`src/sv/slifo_pkg.sv`:
```
`timescale 1ns / 1ps
// ----------------------------------------------------------------------------
// slifo_pkg
// Shared types and codes for the searchable stack: request and response
// payloads, opcodes, status codes and the internal command word.
// ----------------------------------------------------------------------------
package slifo_pkg;

   typedef enum logic [2:0] {
      OP_PUSH    = 3'd0,
      OP_POP     = 3'd1,
      OP_DISPLAY = 3'd2,
      OP_SEARCH  = 3'd3,
      OP_UPDATE  = 3'd4
   } op_type;

   typedef enum logic [1:0] {
      STATUS_OK       = 2'd0,
      STATUS_FULL     = 2'd1,
      STATUS_EMPTY    = 2'd2,
      STATUS_NOTFOUND = 2'd3
   } status_type;

   typedef struct packed {
      logic [2:0]         op;
      logic signed [31:0] value;
      logic signed [31:0] new_value;
   } req_type;

   typedef struct packed {
      logic [1:0]         status;
      logic signed [31:0] data;
      logic [2:0]         position;
      logic               last;
   } rsp_type;

   typedef struct packed {
      op_type             op;
      logic signed [31:0] value;
      logic signed [31:0] new_value;
   } cmd_type;

endpackage

```
`src/sv/slifo_front.sv`:
```
`timescale 1ns / 1ps
// ----------------------------------------------------------------------------
// slifo_front
// Request intake: decodes the opcode, drops unused opcodes and hands
// valid commands to the command queue.
// ----------------------------------------------------------------------------
module slifo_front
   import slifo_pkg::*;
(
   input  logic    clock,
   input  logic    reset,
   input  logic    req_valid,
   output logic    req_stall,
   input  req_type req_payload,
   input  logic    q_full,
   output logic    q_push,
   output cmd_type q_cmd
);

   logic op_known;

   always_comb begin
      op_known = req_payload.op inside {OP_PUSH, OP_POP, OP_DISPLAY, OP_SEARCH, OP_UPDATE};
      req_stall = q_full;
      q_push = req_valid && !q_full && op_known;
      q_cmd.op = op_type'(req_payload.op);
      q_cmd.value = req_payload.value;
      q_cmd.new_value = req_payload.new_value;
   end

`ifndef SYNTH
   a_no_push_when_full: assert property (@(posedge clock) disable iff (reset)
      q_full |-> !q_push)
      else $error("command pushed into a full queue");
   a_unused_op_dropped: assert property (@(posedge clock) disable iff (reset)
      (req_payload.op > 3'd4) |-> !q_push)
      else $error("unused opcode forwarded");
   a_known_op_forwarded: assert property (@(posedge clock) disable iff (reset)
      (req_valid && !req_stall && op_known) |-> q_push)
      else $error("accepted request lost");
`endif

endmodule

```
`src/sv/slifo_queue.sv`:
```
`timescale 1ns / 1ps
// ----------------------------------------------------------------------------
// slifo_queue
// Two-entry command queue between intake and execution.
// ----------------------------------------------------------------------------
module slifo_queue
   import slifo_pkg::*;
(
   input  logic    clock,
   input  logic    reset,
   input  logic    push,
   input  cmd_type push_cmd,
   output logic    full,
   output logic    q_valid,
   input  logic    take,
   output cmd_type head_cmd
);

   cmd_type    slot_ff [2];
   logic       wr_ptr_ff, wr_ptr_in;
   logic       rd_ptr_ff, rd_ptr_in;
   logic [1:0] count_ff, count_in;

   always_comb begin
      full = (count_ff == 2'd2);
      q_valid = (count_ff != 2'd0);
      head_cmd = slot_ff[rd_ptr_ff];
      wr_ptr_in = push ? ~wr_ptr_ff : wr_ptr_ff;
      rd_ptr_in = take ? ~rd_ptr_ff : rd_ptr_ff;
      count_in = count_ff + {1'b0, push} - {1'b0, take};
   end

   always_ff @(posedge clock) begin
      if (reset) begin
         wr_ptr_ff <= 1'b0;
         rd_ptr_ff <= 1'b0;
         count_ff <= 2'd0;
      end else begin
         wr_ptr_ff <= wr_ptr_in;
         rd_ptr_ff <= rd_ptr_in;
         count_ff <= count_in;
      end
      if (push) begin
         slot_ff[wr_ptr_ff] <= push_cmd;
      end
   end

`ifndef SYNTH
   a_no_overflow: assert property (@(posedge clock) disable iff (reset)
      full |-> !push)
      else $error("queue overflow");
   a_no_underflow: assert property (@(posedge clock) disable iff (reset)
      !q_valid |-> !take)
      else $error("queue underflow");
   a_count_range: assert property (@(posedge clock) disable iff (reset)
      count_ff <= 2'd2)
      else $error("queue count out of range");
`endif

endmodule

```
`src/sv/slifo_back.sv`:
```
`timescale 1ns / 1ps
// ----------------------------------------------------------------------------
// slifo_back
// Execution engine: holds the entry memory and fill count, runs push and
// pop, scans top to bottom for display, search and update, and drives the
// response register.
// ----------------------------------------------------------------------------
module slifo_back
   import slifo_pkg::*;
#(
   parameter int DEPTH = 8
) (
   input  logic    clock,
   input  logic    reset,
   input  logic    q_valid,
   input  cmd_type q_cmd,
   output logic    q_take,
   output logic    rsp_valid,
   input  logic    rsp_stall,
   output rsp_type rsp_payload
);

   localparam int CW = $clog2(DEPTH + 1);
   localparam int IW = (DEPTH > 1) ? $clog2(DEPTH) : 1;

   typedef enum logic [1:0] {
      S_IDLE,
      S_POP,
      S_SCAN,
      S_FINISH
   } state_type;

   state_type          state_ff, state_in;
   logic [CW-1:0]      count_ff, count_in;
   logic [IW-1:0]      idx_ff, idx_in;
   logic               pend_ff, pend_in;
   logic [IW-1:0]      pend_pos_ff, pend_pos_in;
   cmd_type            cmd_ff, cmd_in;
   logic               rsp_valid_ff, rsp_valid_in;
   rsp_type            rsp_ff, rsp_in;

   logic signed [31:0] entries_ff [DEPTH];
   logic signed [31:0] rd_data_ff;
   logic [IW-1:0]      rd_addr;
   logic               wr_en;
   logic [IW-1:0]      wr_addr;
   logic signed [31:0] wr_data;

   logic               load_ok;
   logic               emit;
   rsp_type            emit_rsp;
   logic               is_empty;
   logic               is_full;
   logic               matched;
   logic [IW-1:0]      top_idx;

   always_comb begin
      load_ok = !rsp_valid_ff || !rsp_stall;
      is_empty = (count_ff == '0);
      is_full = (count_ff == CW'(DEPTH));
      top_idx = IW'(count_ff - CW'(1));
      matched = (rd_data_ff == cmd_ff.value);

      state_in = state_ff;
      count_in = count_ff;
      idx_in = idx_ff;
      pend_in = pend_ff;
      pend_pos_in = pend_pos_ff;
      cmd_in = cmd_ff;
      q_take = 1'b0;
      emit = 1'b0;
      emit_rsp = '0;
      wr_en = 1'b0;
      wr_addr = idx_ff;
      wr_data = cmd_ff.new_value;
      rd_addr = idx_ff;

      case (state_ff)
         S_IDLE: begin
            if (q_valid && load_ok) begin
               q_take = 1'b1;
               cmd_in = q_cmd;
               pend_in = 1'b0;
               case (q_cmd.op)
                  OP_PUSH: begin
                     emit = 1'b1;
                     emit_rsp.last = 1'b1;
                     if (is_full) begin
                        emit_rsp.status = STATUS_FULL;
                     end else begin
                        emit_rsp.status = STATUS_OK;
                        wr_en = 1'b1;
                        wr_addr = IW'(count_ff);
                        wr_data = q_cmd.value;
                        count_in = count_ff + CW'(1);
                     end
                  end
                  OP_POP: begin
                     if (is_empty) begin
                        emit = 1'b1;
                        emit_rsp.status = STATUS_EMPTY;
                        emit_rsp.last = 1'b1;
                     end else begin
                        count_in = count_ff - CW'(1);
                        idx_in = top_idx;
                        rd_addr = top_idx;
                        state_in = S_POP;
                     end
                  end
                  default: begin
                     if (is_empty) begin
                        emit = 1'b1;
                        emit_rsp.status = STATUS_EMPTY;
                        emit_rsp.last = 1'b1;
                     end else begin
                        idx_in = top_idx;
                        rd_addr = top_idx;
                        state_in = S_SCAN;
                     end
                  end
               endcase
            end
         end
         S_POP: begin
            if (load_ok) begin
               emit = 1'b1;
               emit_rsp.status = STATUS_OK;
               emit_rsp.data = rd_data_ff;
               emit_rsp.last = 1'b1;
               state_in = S_IDLE;
            end
         end
         S_SCAN: begin
            if (load_ok) begin
               case (cmd_ff.op)
                  OP_DISPLAY: begin
                     emit = 1'b1;
                     emit_rsp.status = STATUS_OK;
                     emit_rsp.data = rd_data_ff;
                     emit_rsp.position = 3'(idx_ff);
                     emit_rsp.last = (idx_ff == '0);
                     if (idx_ff == '0) begin
                        state_in = S_IDLE;
                     end else begin
                        idx_in = idx_ff - IW'(1);
                        rd_addr = idx_ff - IW'(1);
                     end
                  end
                  OP_SEARCH: begin
                     if (matched) begin
                        if (pend_ff) begin
                           emit = 1'b1;
                           emit_rsp.status = STATUS_OK;
                           emit_rsp.position = 3'(pend_pos_ff);
                        end
                        pend_in = 1'b1;
                        pend_pos_in = idx_ff;
                     end
                     if (idx_ff == '0) begin
                        state_in = S_FINISH;
                     end else begin
                        idx_in = idx_ff - IW'(1);
                        rd_addr = idx_ff - IW'(1);
                     end
                  end
                  default: begin
                     if (matched) begin
                        wr_en = 1'b1;
                        wr_addr = idx_ff;
                        emit = 1'b1;
                        emit_rsp.status = STATUS_OK;
                        emit_rsp.position = 3'(idx_ff);
                        emit_rsp.last = 1'b1;
                        state_in = S_IDLE;
                     end else if (idx_ff == '0) begin
                        emit = 1'b1;
                        emit_rsp.status = STATUS_NOTFOUND;
                        emit_rsp.last = 1'b1;
                        state_in = S_IDLE;
                     end else begin
                        idx_in = idx_ff - IW'(1);
                        rd_addr = idx_ff - IW'(1);
                     end
                  end
               endcase
            end
         end
         S_FINISH: begin
            if (load_ok) begin
               emit = 1'b1;
               emit_rsp.last = 1'b1;
               if (pend_ff) begin
                  emit_rsp.status = STATUS_OK;
                  emit_rsp.position = 3'(pend_pos_ff);
               end else begin
                  emit_rsp.status = STATUS_NOTFOUND;
               end
               state_in = S_IDLE;
            end
         end
         default: begin
            state_in = S_IDLE;
         end
      endcase

      rsp_in = rsp_ff;
      rsp_valid_in = rsp_valid_ff;
      if (emit) begin
         rsp_valid_in = 1'b1;
         rsp_in = emit_rsp;
      end else if (!rsp_stall) begin
         rsp_valid_in = 1'b0;
      end
   end

   // entry memory, registered read
   always_ff @(posedge clock) begin
      if (wr_en) begin
         entries_ff[wr_addr] <= wr_data;
      end
      rd_data_ff <= entries_ff[rd_addr];
   end

   always_ff @(posedge clock) begin
      if (reset) begin
         state_ff <= S_IDLE;
         count_ff <= '0;
         pend_ff <= 1'b0;
         rsp_valid_ff <= 1'b0;
      end else begin
         state_ff <= state_in;
         count_ff <= count_in;
         pend_ff <= pend_in;
         rsp_valid_ff <= rsp_valid_in;
      end
      idx_ff <= idx_in;
      pend_pos_ff <= pend_pos_in;
      cmd_ff <= cmd_in;
      rsp_ff <= rsp_in;
   end

   assign rsp_valid = rsp_valid_ff;
   assign rsp_payload = rsp_ff;

`ifndef SYNTH
   a_count_bound: assert property (@(posedge clock) disable iff (reset)
      count_ff <= CW'(DEPTH))
      else $error("fill count beyond depth");
   a_scan_in_range: assert property (@(posedge clock) disable iff (reset)
      (state_ff == S_SCAN) |-> (CW'(idx_ff) < count_ff))
      else $error("scan index outside stored entries");
   a_push_grows: assert property (@(posedge clock) disable iff (reset)
      (q_take && q_cmd.op == OP_PUSH && !is_full) |=> (count_ff == $past(count_ff) + CW'(1)))
      else $error("push did not grow the stack");
   a_finish_only_search: assert property (@(posedge clock) disable iff (reset)
      (state_ff == S_FINISH) |-> (cmd_ff.op == OP_SEARCH))
      else $error("finish state outside search");
   a_no_emit_over_held: assert property (@(posedge clock) disable iff (reset)
      (rsp_valid_ff && rsp_stall) |-> !emit)
      else $error("response overwritten while held");
`endif

endmodule

```
`src/sv/searchable_lifo_stack.sv`:
```
`timescale 1ns / 1ps
// ----------------------------------------------------------------------------
// searchable_lifo_stack
// Stack of DEPTH signed words with push, pop, display, search and update.
//
// Requests enter on req_valid/req_stall with a req_type payload; responses
// leave on rsp_valid/rsp_stall with an rsp_type payload, last marking the
// final response of a request. Unused opcodes are dropped with no response.
// Intake feeds a two-entry command queue; the execution engine takes one
// command at a time from it.
// Push responds straight from the idle state; pop reads the top entry
// through the registered memory read port and responds from its pop state.
// Display, search and update scan one stored entry per cycle through that
// port unless the response stalls, one response per cycle for display;
// search delivers its final match from a finish state after the scan ends.
// Reset empties the stack and the queue; entry contents are not cleared.
// A stalled response holds in the output register; the engine waits, the
// queue fills and req_stall rises once both queue entries are taken.
// ----------------------------------------------------------------------------
module searchable_lifo_stack
   import slifo_pkg::*;
#(
   parameter int DEPTH = 8
) (
   input  logic    clock,
   input  logic    reset,
   input  logic    req_valid,
   output logic    req_stall,
   input  req_type req_payload,
   output logic    rsp_valid,
   input  logic    rsp_stall,
   output rsp_type rsp_payload
);

   logic    q_full;
   logic    q_push;
   cmd_type q_in_cmd;
   logic    q_valid;
   logic    q_take;
   cmd_type q_head_cmd;

   slifo_front u_front (
      .clock       (clock),
      .reset       (reset),
      .req_valid   (req_valid),
      .req_stall   (req_stall),
      .req_payload (req_payload),
      .q_full      (q_full),
      .q_push      (q_push),
      .q_cmd       (q_in_cmd)
   );

   slifo_queue u_queue (
      .clock    (clock),
      .reset    (reset),
      .push     (q_push),
      .push_cmd (q_in_cmd),
      .full     (q_full),
      .q_valid  (q_valid),
      .take     (q_take),
      .head_cmd (q_head_cmd)
   );

   slifo_back #(
      .DEPTH (DEPTH)
   ) u_back (
      .clock       (clock),
      .reset       (reset),
      .q_valid     (q_valid),
      .q_cmd       (q_head_cmd),
      .q_take      (q_take),
      .rsp_valid   (rsp_valid),
      .rsp_stall   (rsp_stall),
      .rsp_payload (rsp_payload)
   );

endmodule

```
`config.mk`:
```
export PLATFORM = sky130hd
export DESIGN_NAME = searchable_lifo_stack
export DESIGN_NICKNAME = d
export VERILOG_FILES = /design/src/sv/slifo_pkg.sv /design/src/sv/slifo_front.sv /design/src/sv/slifo_queue.sv /design/src/sv/slifo_back.sv /design/src/sv/searchable_lifo_stack.sv
export SDC_FILE = /design/constraint.sdc
export NUM_CORES = 1
export LEC_CHECK = 0
export BUFFER_PORTS_ARGS = -buffer_cell sky130_fd_sc_hd__buf_2
export CAP_MARGIN = 10
export CORE_UTILIZATION = 49
export CTS_CLUSTER_SIZE = 24
export DETAILED_ROUTE_END_ITERATION = 8
export PLACE_DENSITY = 0.75
export SYNTH_ARGS = -nofsm -noshare
export SYNTH_HDL_FRONTEND = slang
export SYNTH_HIERARCHICAL = 1
export SYNTH_SLANG_ARGS = --single-unit
```
`constraint.sdc`:
```
create_clock -name clock -period 13.35 [get_ports clock]
set_input_delay 2.0025 -clock clock [delete_from_list [all_inputs] [get_ports clock]]
set_output_delay 2.0025 -clock clock [all_outputs]
set_load 0.02 [all_outputs]
```
==> impl_metrics.csv <==
group,metric,value,unit
run_status,status,"finished clean",
route,drcViolationCount,0,
final_layout,stdcell_count,2002,
synth,synth_nets,1388,
sta,hold_violations,0,
sta,slew-limit-headroom,29.1,%
route,routed_wl,41.2,mm
clock_network,tritoncts,"yes",
placement,numPortBuffers,110,
floorplanning,die_area,45800,um^2
worst_setup_path,crit_chain,"buf_2 > a21bo_1 > o32a_1 > nor2_1 > a311o_1 > or4b_4 > nand3_4 > buf_4 > mux2i_1 > mux2i_1 > mux2_2",
global_routing,grt_pass1_wl,62.8,mm
worst_setup_path,worst_path_most_repeated_cell,"mux2i_1",
sta,fmax,0.193,GHz
clock_network,postCtsHoldBufs,0,
route,antenna_left,0,
sta,setup_tns,0,ns
sta,finalMaxSlewViolations,0,
synth,synth_cell_type_count,56,
power,peakVddDrop,0.142,mV
clock_network,post_cts_buffers,0,
clock_network,clk_pin_slew,0.06,ns
floorplanning,core,44200,um^2
worst_setup_path,crit_fanout,59,
route,avgRoutedWirePerCell,20.6,um
route,drt_iter0_markers,873,
floorplanning,die_h,214,um
synth,async_reset_ff_share,0,%
sta,fin_skew,0.0166,ns
clock_network,cts_resized,0,
placement,place_area,22600,um^2
placement,dp_hpwl,25.0,mm
clock_network,numCtsBuffers,51,
worst_setup_path,cp_slowest_cell,"buf_4",
sta,rsz0062_at_grt,"no",
global_routing,grt_use_total,18.0,%
power,p_int,3.70,mW
power,combPwrFrac,26.4,%
clock_network,cts-root-buf,"clkbuf_16",
sta,fin_crit,5.17,ns
sta,hold_slack,0.522,ns
worst_setup_path,critPathArrivalTime,5.65,ns
final_layout,fillers,3357,
route,dr.pass1.iters,5,
synth,synth_edf_count,498,
clock_network,clkSinkCount,546,
clock_network,clk_latency,0.58,ns
final_layout,fin_util,54.8,%
synth,seq_area_frac_synth,72.3,%
synth,syn_area,22000,um^2
power,p_clk_share,27.2,%
placement,place_congestion,0.830,
synth,synth_ff_type,"edfxtp_1",
power,p_sw,1.61,mW
floorplanning,start_util,49.8,%
worst_hold_path,hp-class,"reg2reg",
synth,ys_ff_latch,546,
worst_setup_path,cp-end-kind,"flop",
job,max-cap-violations,0,
final_layout,fin_nets,1451,
final_layout,stdcell_area,24300,um^2
power,leakagePower,9.41,nW
global_routing,grt_remaining_overflow,0,
synth,yosysWarningCount,6,
synth,synth_top_area_share,67.9,%
power,seqPwrFrac,46.4,%
final_layout,num_antenna_cells,0,
power,powerDensity,219,nW/um^2
global_routing,grt_max_degree,75,
synth,syn_inst,1307,
worst_setup_path,critPathLaunchType,"primary input",
global_routing,grt_pass1_vias,10637,
placement,dp_cells,1909,
synth,yosys.area.top_type,"edfxtp_1",
sta,setup-violations-final,0,
route,vias_per_cell,5.30,
clock_network,cts_buffer_depth,3,
global_routing,antenna_found_initial,0,
power,switching_share,30.3,%
worst_setup_path,path_class,"in2reg",
synth,yosys-top-cells-area,"edfxtp_1 68%, mux2i_1 8.9%, dfxtp_1 4.4%, mux2_2 3.5%, buf_4 2.4%",
final_layout,syn_to_final_growth,10.1,%
worst_setup_path,cpPeakStageDelay,0.87,ns
sta,fin_crit_sh,38.8,%
floorplanning,rows,77,
synth,synth_area_per_cell,16.8,um^2
floorplanning,die_w,214,um
sta,tightest_slew,1.06,ns
clock_network,htreeDepth,2,
worst_setup_path,crit_required,13.82,ns
route,vias,10617,
final_layout,drive_above_1_share,22.8,%
floorplanning,ios,111,
## synthesized netlist by cell type, drive strengths merged (2+ instances only)
master	instances
nor3	5
nand4	2
o22ai	4
a32oi	3
buf	97
or3	3
nand2	117
mux2	99
nor2b	4
nor2	33
edfxtp	498
ha	10
inv	14
a21oi	12
nand3	8
xnor2	4
and2	34
xor2	33
nor4	10
clkbuf	22
o21ai	14
dfxtp	48
o32a	3
a31oi	8
nor3b	2
a211oi	3
and3	2
mux2i	195
## through the flow
stage | setup WS (ns) | power [mW]
finish | 8.18 | 5.31
global route | 8.02 | 5.53
global placement | 7.74 | 3.85
floorplan | 5.08 | 3.52
detailed placement | 7.62 | 3.90
CTS | 8.22 | 5.35
## registers in the layout, summed over array words and instances (netlist names), named ones only
signal	flops
u_back/pend_pos_ff	3
u_queue/wr_ptr_ff	1
u_back/idx_ff	3
u_queue/slot_ff	134
u_back/rd_data_ff	32
u_back/cmd_ff	67
u_back/rsp_payload	38
u_queue/rd_ptr_ff	1
u_back/count_ff	4
u_back/pend_ff	1
u_back/rsp_valid	1
u_back/state_ff	2
u_back/entries_ff	256
u_queue/count_ff	2
## layout make-up
cell class                      instances  area, um^2  share of cell area [%]
Sequential cell                       546       15900                    65.6
Multi-Input combinational cell        626        5140                    21.2
Clock buffer                           70        1420                    5.85
Tap cell                              592         741                    3.05
Timing Repair Buffer                  130         701                    2.89
Clock inverter                         23         277                    1.14
Inverter                               15        56.3                   0.232
## critical path, delay by kind of cell
| kind | cells | cell delay [ns] |
|---|---|---|
| multiplexers | 3 | 0.70 |
| buffers and inverters | 2 | 1.00 |
| AND/OR/NAND/NOR | 3 | 1.05 |
| AO/OA/AOI/OAI | 3 | 0.82 |
## layout by cell type (no fill, tap or decap), drive strengths merged, types with 5 or more instances in the layout
cell type / instances
clkinv: 16
nand3: 8
xor2: 33
ha: 10
inv: 15
nor3: 5
a31oi: 8
mux2i: 195
edfxtp: 498
a21oi: 12
nand2: 117
nor4: 10
dfxtp: 48
clkbuf: 70
buf: 130
o21ai: 14
bufinv: 5
nor2: 33
mux2: 99
and2: 34
## kinds of logic after synthesis
family / share of synthesized area [%]
AO/OA/AOI/OAI: 1.73
buffers and inverters: 4.66
flip-flops: 72.3
AND/OR/NAND/NOR: 4.74
XOR/XNOR: 1.57
multiplexers: 14.4
adder cells (fa/ha/maj): 0.568
## layer usage
layer,wire length [um],vias up,global-route usage [%]
met5,0,-,0
met4,884,0,5.71
met3,2420,55,3.18
met2,19400,323,28.5
met1,18500,5297,25.5
li1,-,4942,-
## power by group through the flow
stage	sequential (mW)	clock (mW)	combinational [mW]
floorplan	2.51	0	1.01
global placement	2.49	0	1.36
detailed placement	2.49	0	1.40
CTS	2.46	1.48	1.41
global route	2.49	1.54	1.51
finish	2.46	1.45	1.40
## final timing paths
check	startpoint	end	slack (ns)	cells after the start
setup / recovery	rsp_stall	u_back/rd_data_ff[16]	8.18	11
hold / removal	u_queue/rd_ptr_ff	flop	0.52	2
setup reg to reg	u_back/cmd_ff[45]	u_back/rd_data_ff[16]	8.48	10
hold reg to reg	u_queue/rd_ptr_ff	flop	0.52	2
Note: power is estimated with default switching activity, not from simulation.
